`config.mk`:
```
export PLATFORM = sky130hd
export DESIGN_NAME = three_axis_average_offset_filter
export DESIGN_NICKNAME = d
export VERILOG_FILES = /design/src/rtl/core/taof_pkg.sv /design/src/rtl/core/three_axis_average_offset_filter.sv /design/src/rtl/core/taof_cell.sv /design/src/rtl/core/taof_floordiv.sv
export SDC_FILE = /design/constraint.sdc
export NUM_CORES = 1
export LEC_CHECK = 0
export BUFFER_PORTS_ARGS = -buffer_cell sky130_fd_sc_hd__buf_2
export CORE_MARGIN = 5
export CORE_UTILIZATION = 25
export CTS_CLUSTER_DIAMETER = 80
export DETAILED_ROUTE_END_ITERATION = 8
export GPL_TIMING_DRIVEN = 0
export PLACE_DENSITY = 0.36
export SYNTH_ARGS = -nofsm -noshare
export SYNTH_HDL_FRONTEND = slang
export SYNTH_SLANG_ARGS = --single-unit
```
`constraint.sdc`:
```
create_clock -name clk -period 13.6 [get_ports clk]
set_clock_uncertainty 0.2 [all_clocks]
set_input_delay 1.36 -clock clk [delete_from_list [all_inputs] [get_ports clk]]
set_output_delay 1.36 -clock clk [all_outputs]
set_load 0.02 [all_outputs]
```
`src/rtl/core/taof_pkg.sv`:
```
// shared types and constants for the three-axis average and offset filter
// no dependencies
package taof_pkg;

    localparam int AXES     = 3;
    localparam int SAMPLE_W = 16;

    // one axis value, two's complement
    typedef logic signed [SAMPLE_W-1:0] sample_t;

    // one x/y/z triple: index 0 is x, 1 is y, 2 is z
    typedef logic [AXES-1:0][SAMPLE_W-1:0] xyz_t;

endpackage

```
`src/rtl/core/three_axis_average_offset_filter.sv`:
```
// three-axis moving average with offset subtraction and offset calibration
// takes one sample at a time: the next only once the result is in the output register,
// which holds while a result is waiting there and result_ready is low; the averages pass
// the 3-stage constant dividers, and a sample ending a run also the offset dividers
// reset: history cells, offsets, calibration sums and count all clear to zero at once
// depends on taof_pkg, taof_cell, taof_floordiv
module three_axis_average_offset_filter #(
    parameter int WINDOW_DEPTH = 8,
    parameter int CAL_SAMPLES  = 32
) (
    input  logic                    clk,
    input  logic                    rst_n,
    // sample channel
    input  logic                    sample_valid,
    output logic                    sample_ready,
    input  logic                    req_type,
    input  taof_pkg::sample_t       x_sample,
    input  taof_pkg::sample_t       y_sample,
    input  taof_pkg::sample_t       z_sample,
    // result channel
    output logic                    result_valid,
    input  logic                    result_ready,
    output taof_pkg::sample_t       x_field,
    output taof_pkg::sample_t       y_field,
    output taof_pkg::sample_t       z_field,
    output logic                    calibrating,
    output logic                    offset_updated
);
    import taof_pkg::*;

    // widths that follow from the window and run lengths
    localparam int SUM_W = SAMPLE_W + $clog2(WINDOW_DEPTH);
    localparam int CAL_W = SAMPLE_W + $clog2(CAL_SAMPLES);
    localparam int CNT_W = $clog2(CAL_SAMPLES + 1);

    // sequencer states
    localparam logic [1:0] ST_IDLE = 2'd0;   // waiting for a sample
    localparam logic [1:0] ST_AVG  = 2'd1;   // averages in flight
    localparam logic [1:0] ST_CAL  = 2'd2;   // new offsets in flight
    localparam logic [1:0] ST_DONE = 2'd3;   // result waits for the output register

    logic [1:0] state_reg;
    logic [1:0] state_next;

    logic sample_xfer;
    logic result_xfer;

    // history chain: newest triple in cell 0, the oldest falls out of the last cell
    xyz_t new_xyz;
    xyz_t chain [WINDOW_DEPTH];

    // running window sums, one per axis
    logic signed [SUM_W-1:0] win_sum_reg  [AXES];
    logic signed [SUM_W-1:0] win_sum_next [AXES];

    // divider results
    logic                    avg_done [AXES];
    logic signed [SUM_W-1:0] avg_q    [AXES];
    logic                    cal_done [AXES];
    logic signed [CAL_W-1:0] cal_q    [AXES];

    // calibration state
    sample_t                 offset_reg   [AXES];
    logic signed [CAL_W-1:0] cal_sum_reg  [AXES];
    logic signed [CAL_W-1:0] cal_sum_next [AXES];
    logic [CNT_W-1:0]        cal_count_reg;
    logic [CNT_W-1:0]        cnt_inc;
    logic                    run_end;
    logic                    cal_start;

    // per-sample working registers
    logic    cal_req_reg;
    sample_t res_reg  [AXES];
    sample_t res_next [AXES];
    logic    calib_flag_reg;
    logic    upd_flag_reg;

    // output register
    logic    out_valid_reg;
    sample_t out_field_reg [AXES];
    logic    out_calib_reg;
    logic    out_upd_reg;

    assign sample_ready = (state_reg == ST_IDLE);
    assign sample_xfer  = sample_valid && sample_ready;
    assign result_xfer  = out_valid_reg && result_ready;

    assign new_xyz[0] = x_sample;
    assign new_xyz[1] = y_sample;
    assign new_xyz[2] = z_sample;

    // row of history cells, all shift on a sample transfer
    genvar gi;
    generate
        for (gi = 0; gi < WINDOW_DEPTH; gi++)
        begin : g_cell
            if (gi == 0)
            begin : g_head
                taof_cell u_cell (
                    .clk   (clk),
                    .rst_n (rst_n),
                    .shift (sample_xfer),
                    .din   (new_xyz),
                    .dout  (chain[gi])
                );
            end
            else
            begin : g_body
                taof_cell u_cell (
                    .clk   (clk),
                    .rst_n (rst_n),
                    .shift (sample_xfer),
                    .din   (chain[gi-1]),
                    .dout  (chain[gi])
                );
            end
        end
    endgenerate

    // window sum: add the incoming value, drop the one leaving the last cell
    always_comb
    begin
        for (int a = 0; a < AXES; a++)
        begin
            win_sum_next[a] = win_sum_reg[a]
                            + SUM_W'($signed(new_xyz[a]))
                            - SUM_W'($signed(chain[WINDOW_DEPTH-1][a]));
        end
    end

    always_ff @(posedge clk or negedge rst_n)
    begin
        if (!rst_n)
        begin
            for (int a = 0; a < AXES; a++)
            begin
                win_sum_reg[a] <= '0;
            end
        end
        else if (sample_xfer)
        begin
            for (int a = 0; a < AXES; a++)
            begin
                win_sum_reg[a] <= win_sum_next[a];
            end
        end
    end

    // average: floor of the window sum over the depth, started on the fresh sum
    // offset: floor of the calibration sum over the run length
    generate
        for (gi = 0; gi < AXES; gi++)
        begin : g_axis
            taof_floordiv #(
                .IN_W    (SUM_W),
                .DIVISOR (WINDOW_DEPTH)
            ) u_avg_div (
                .clk      (clk),
                .rst_n    (rst_n),
                .start    (sample_xfer),
                .dividend (win_sum_next[gi]),
                .done     (avg_done[gi]),
                .quotient (avg_q[gi])
            );

            taof_floordiv #(
                .IN_W    (CAL_W),
                .DIVISOR (CAL_SAMPLES)
            ) u_cal_div (
                .clk      (clk),
                .rst_n    (rst_n),
                .start    (cal_start),
                .dividend (cal_sum_next[gi]),
                .done     (cal_done[gi]),
                .quotient (cal_q[gi])
            );
        end
    endgenerate

    // filtered result and calibration bookkeeping
    always_comb
    begin
        for (int a = 0; a < AXES; a++)
        begin
            // difference wraps to 16 bits
            res_next[a]     = avg_q[a][SAMPLE_W-1:0] - offset_reg[a];
            cal_sum_next[a] = cal_sum_reg[a] + CAL_W'(res_next[a]);
        end
        cnt_inc   = cal_count_reg + 1'b1;
        run_end   = cal_req_reg && (cnt_inc == CNT_W'(CAL_SAMPLES));
        cal_start = (state_reg == ST_AVG) && avg_done[0] && run_end;
    end

    // sequencer
    always_comb
    begin
        state_next = state_reg;
        case (state_reg)
            ST_IDLE:
            begin
                if (sample_xfer)
                begin
                    state_next = ST_AVG;
                end
            end
            ST_AVG:
            begin
                if (avg_done[0])
                begin
                    state_next = run_end ? ST_CAL : ST_DONE;
                end
            end
            ST_CAL:
            begin
                if (cal_done[0])
                begin
                    state_next = ST_DONE;
                end
            end
            ST_DONE:
            begin
                if (!out_valid_reg || result_ready)
                begin
                    state_next = ST_IDLE;
                end
            end
            default:
            begin
                state_next = ST_IDLE;
            end
        endcase
    end

    always_ff @(posedge clk or negedge rst_n)
    begin
        if (!rst_n)
        begin
            state_reg     <= ST_IDLE;
            cal_count_reg <= '0;
            for (int a = 0; a < AXES; a++)
            begin
                offset_reg[a]  <= '0;
                cal_sum_reg[a] <= '0;
            end
        end
        else
        begin
            state_reg <= state_next;
            // a calibration sample adds its results; the last one of a run clears the sums
            if ((state_reg == ST_AVG) && avg_done[0] && cal_req_reg)
            begin
                cal_count_reg <= run_end ? '0 : cnt_inc;
                for (int a = 0; a < AXES; a++)
                begin
                    cal_sum_reg[a] <= run_end ? '0 : cal_sum_next[a];
                end
            end
            // new offsets take effect from the next sample on
            if ((state_reg == ST_CAL) && cal_done[0])
            begin
                for (int a = 0; a < AXES; a++)
                begin
                    offset_reg[a] <= cal_q[a][SAMPLE_W-1:0];
                end
            end
        end
    end

    // working registers for the sample in flight
    always_ff @(posedge clk)
    begin
        if (sample_xfer)
        begin
            cal_req_reg <= req_type;
        end
        if ((state_reg == ST_AVG) && avg_done[0])
        begin
            for (int a = 0; a < AXES; a++)
            begin
                res_reg[a] <= res_next[a];
            end
            calib_flag_reg <= cal_req_reg ? !run_end : (cal_count_reg != '0);
            upd_flag_reg   <= run_end;
        end
    end

    // output register: takes the result as soon as the previous one is gone
    always_ff @(posedge clk or negedge rst_n)
    begin
        if (!rst_n)
        begin
            out_valid_reg <= 1'b0;
        end
        else if ((state_reg == ST_DONE) && (!out_valid_reg || result_ready))
        begin
            out_valid_reg <= 1'b1;
        end
        else if (result_xfer)
        begin
            out_valid_reg <= 1'b0;
        end
    end

    always_ff @(posedge clk)
    begin
        if ((state_reg == ST_DONE) && (!out_valid_reg || result_ready))
        begin
            for (int a = 0; a < AXES; a++)
            begin
                out_field_reg[a] <= res_reg[a];
            end
            out_calib_reg <= calib_flag_reg;
            out_upd_reg   <= upd_flag_reg;
        end
    end

    assign result_valid   = out_valid_reg;
    assign x_field        = out_field_reg[0];
    assign y_field        = out_field_reg[1];
    assign z_field        = out_field_reg[2];
    assign calibrating    = out_calib_reg;
    assign offset_updated = out_upd_reg;

endmodule

```
`src/rtl/core/taof_cell.sv`:
```
// one history cell: holds an x/y/z triple and passes it to the next cell on a shift
// depends on taof_pkg
module taof_cell (
    input  logic           clk,
    input  logic           rst_n,
    input  logic           shift,
    input  taof_pkg::xyz_t din,
    output taof_pkg::xyz_t dout
);
    import taof_pkg::*;

    xyz_t data_reg;
    xyz_t data_next;

    always_comb
    begin
        data_next = shift ? din : data_reg;
    end

    always_ff @(posedge clk or negedge rst_n)
    begin
        if (!rst_n)
        begin
            data_reg <= '0;
        end
        else
        begin
            data_reg <= data_next;
        end
    end

    assign dout = data_reg;

endmodule

```
`src/rtl/core/taof_floordiv.sv`:
```
// three-stage floor division of a signed value by a constant divisor
// reciprocal multiply with one correction step; depends on nothing
module taof_floordiv #(
    parameter int IN_W    = 19,
    parameter int DIVISOR = 8
) (
    input  logic                   clk,
    input  logic                   rst_n,
    input  logic                   start,
    input  logic signed [IN_W-1:0] dividend,
    output logic                   done,
    output logic signed [IN_W-1:0] quotient
);
    localparam int SHIFT  = IN_W + $clog2(DIVISOR);
    localparam int PROD_W = IN_W + SHIFT;
    localparam logic [SHIFT-1:0] RECIP = SHIFT'((65'd1 << SHIFT) / DIVISOR);
    localparam logic [IN_W-1:0]  DIV_C = IN_W'(DIVISOR);
    localparam logic [IN_W-1:0]  DIV_M1 = IN_W'(DIVISOR - 1);

    // stage 1: magnitude, biased for rounding toward minus infinity
    logic              s1_valid_reg;
    logic              s1_neg_reg;
    logic [IN_W-1:0]   s1_mag_reg;
    logic [IN_W-1:0]   s1_mag_next;

    // stage 2: estimate from the reciprocal, low by at most one
    logic              s2_valid_reg;
    logic              s2_neg_reg;
    logic [IN_W-1:0]   s2_mag_reg;
    logic [IN_W-1:0]   s2_q0_reg;
    logic [PROD_W-1:0] prod;

    // stage 3: correction and sign
    logic              s3_valid_reg;
    logic [IN_W-1:0]   s3_q_reg;
    logic [IN_W-1:0]   rem;
    logic [IN_W-1:0]   q_fix;
    logic [IN_W-1:0]   q_next;

    always_comb
    begin
        if (dividend[IN_W-1])
        begin
            s1_mag_next = (~dividend + 1'b1) + DIV_M1;
        end
        else
        begin
            s1_mag_next = dividend;
        end
        prod   = PROD_W'(s1_mag_reg) * PROD_W'(RECIP);
        rem    = s2_mag_reg - s2_q0_reg * DIV_C;
        q_fix  = s2_q0_reg + IN_W'(rem >= DIV_C);
        q_next = s2_neg_reg ? (~q_fix + 1'b1) : q_fix;
    end

    always_ff @(posedge clk or negedge rst_n)
    begin
        if (!rst_n)
        begin
            s1_valid_reg <= 1'b0;
            s2_valid_reg <= 1'b0;
            s3_valid_reg <= 1'b0;
        end
        else
        begin
            s1_valid_reg <= start;
            s2_valid_reg <= s1_valid_reg;
            s3_valid_reg <= s2_valid_reg;
        end
    end

    always_ff @(posedge clk)
    begin
        s1_neg_reg <= dividend[IN_W-1];
        s1_mag_reg <= s1_mag_next;
        s2_neg_reg <= s1_neg_reg;
        s2_mag_reg <= s1_mag_reg;
        s2_q0_reg  <= prod[PROD_W-1:SHIFT];
        s3_q_reg   <= q_next;
    end

    assign done     = s3_valid_reg;
    assign quotient = $signed(s3_q_reg);

endmodule
```
==> summary.txt <==
Critical path
  – Cell mode on critical path: a21oi_1
  – Slowest cell on the critical path: xor2_1
  – Crit path DAT: 7.35 ns
  – R2R depth: 25
  – WS Path Type: reg -> reg
  – Worst path max stage delay: approximately 0.67 ns
  – Critical Path Fanout Max: 10
  – Critical path buffers and inverters: 3
  – Worst EP required: 13.96 ns
  – CP Depth: 25
  – Crit path max-delay family: compound AO/OA/AOI/OAI gates
  – Critical Path Start Type: flip-flop
  – Critical Path Sink Type: flip-flop

Logic synthesis
  – Post-synth EDFFs: 101
  – Register area share after synthesis: 0.5434
  – Syn Area/Cell: 9.871 um2
  – Yosys top cell by area: dfrtp_1
  – Yosys warning count: 0
  – Post-synthesis cell area: 42,740 um2
  – Mapped Nets: around 4,600
  – Yosys cell types: 83
  – Count leader, synth: nand2_1
  – Area contributors post-synth: dfrtp_1, dfxtp_1, nand2_1
  – Share of the synthesized area in the top cell type: 0.3320
  – Post-synth top cells: nand2_1, dfrtp_1, inv_1
  – Asr flop ratio synth: 0.5857
  – Seq cells post-synth: 968
  – Top_reg_cell synth: dfrtp_1
  – Syn Inst Count: 4,330

STA
  – RSZ-0062 raised after global routing: no
  – Fin. max-slew vios: 0
  – Final setup viols: 0
  – Setup_tns: 0 ns
  – Fin. Hold Viols: 0
  – Post-route setup slack: 6.616 ns
  – Worst Max-Slew Pin Slew: 1.335 ns
  – Max-slew headroom: 0.1099
  – Final worst path period share: 0.5135
  – F_max: 143.2 MHz
  – Minimum clock period: 6.984 ns

Cells and area
  – Max reg flops: 336
  – Fillers: 17,810
  – Final Net Count: 4,861
  – Finished Cell Area: approximately 50,000 um2
  – Area grow syn2layout: 17.50%
  – Share of cells above drive strength 1: 0.08541
  – Share of the core filled with cells: 0.2960

Clocking
  – CTS Buf Count: 115
  – Number of clock sinks: 968
  – H-tree depth: 3
  – Root Driver: clkbuf_16
  – Skew-Pair Late Insertion Delay: 0.71 ns
  – Post-CTS sizing: 0
  – Clk slew on worst S/H paths: 0.06 ns
  – Hold_buf cts: 0
  – Postcts setup bufs: 0
  – CTS tree: yes
  – Clock buffer depth: 3

Die
  – Die Ht: 423.5 um
  – Die Wd: approximately 420 um
  – # rows: around 150
  – Die Area: 179,300 um2
  – Area of the core: 169,700 um2
  – Starting Density: 0.2519
  – # IOs: 105

Route
  – Final wirelength: around 110 mm
  – DRC Markers: 0
  – Post-route ant nets: 0
  – Vias per inst: roughly 4.2
  – Vias: 28,740
  – Drt pass-1 iters: 5
  – Wirelength per Cell: 16.56 um
  – DR iter-0 viols: 1,566

Flow run
  – Max-Cap Viols: 0

GRT
  – Vias in the first global route: 29,790
  – First-pass GRT wire length: around 180 mm
  – GR Util All Layers: 0.1271
  – Initial antenna violation count: 4
  – Pin count of the biggest net entering global routing: 110
  – Gr ovfl total: 0

Run status
  – Status: completed

Place
  – PortBufs: approximately 100
  – Pre-CTS setup slack: about 6.5 ns
  – Placed Area: 46,230 um2
  – Hpwl dp: 83.68 mm
  – GPL Wtd Cong: 0.7604

Power and ir drop
  – PwrDens: approximately 190 nW/um2
  – Leak: between 20 and 25 nW
  – VDD IR max: 0.09545 mV

Min path
  – Hold Path Class: reg -> reg
  – Cells on Worst Hold Path: 0
-- final cells by class --
type,count,area (um2),share of cell area
clock buffer,159,3318,0.06607
multi-input combinational,2878,17700,0.3524
clock inverter,60,669.4,0.01333
sequential,968,23230,0.4625
inverter,347,1303,0.02593
timing repair buffer,111,708.2,0.01410
buffer,137,520.5,0.01036
antenna,1,2.502,0.00004983
tap,2218,2775,0.05526
-- routing by layer --
metal / routed length [um] / global-route usage
met1: 54330 / 0.1709
met2: 52880 / 0.2109
met3: 3148 / 0.01984
met4: 3569 / 0.03920
met5: 0 / 0
-- power breakdown --
group          switching (mW)  internal, mW
clock network            1.31          1.89
registers               0.213          3.37
logic                    1.58         0.976
total                    3.11          6.23
-- through the flow --
stage	std cells	power, mW	hold slack (ns)
finish	6879	9.340	0.1204
global route	6879	9.942	0.1297
floorplan	4330	5.405	0.1096
CTS	6878	9.504	0.1217
global placement	6652	6.222	0.1119
detailed placement	6659	6.187	0.1121
-- final timing paths --
kind | from | to | slack [ns]
worst max-delay path | g_axis[1].u_avg_div.quotient[0] | g_axis[1].u_cal_div.s1_mag_reg[18] | 6.62
worst min-delay path | g_axis[1].u_avg_div.s1_mag_reg[17] | g_axis[1].u_avg_div.s2_mag_reg[17] | 0.12
worst max register to register | g_axis[1].u_avg_div.quotient[0] | g_axis[1].u_cal_div.s1_mag_reg[18] | 6.62
worst min register to register | g_axis[1].u_avg_div.s1_mag_reg[17] | g_axis[1].u_avg_div.s2_mag_reg[17] | 0.12
max in group asynchronous | rst_n | win_sum_reg[40] | 11.06
min in group asynchronous | rst_n | offset_reg[17] | 0.47
-- cell families (layout without fill, tap and decap cells) --
| group | Yosys count | count (layout) | synth area share |
|---|---|---|---|
| DFF | 968 | 968 | 0.5434 |
| AOI/OAI and AO/OA | 640 | 640 | 0.09488 |
| other | 0 | 1 | 0 |
| xor gates and xnor gates | 321 | 321 | 0.06628 |
| muxes | 52 | 52 | 0.01367 |
| adders and majority gates | 250 | 250 | 0.08372 |
| and+or+nand+nor | 1615 | 1615 | 0.1554 |
| buffers and inverters | 484 | 814 | 0.04265 |
-- placed cells by master (no fill, tap or decap), types with 108 or more instances in the layout --
cell	Yosys	routed
nand2_1	1293	1293
a21oi_1	132	132
dfxtp_1	300	300
o21ai_0	205	205
dfrtp_1	567	567
xnor2_1	235	235
clkbuf_1	127	148
buf_2	5	108
inv_1	342	342
clkbuf_16	0	119
ha_1	190	190
Power figures use the tool's default switching activity.
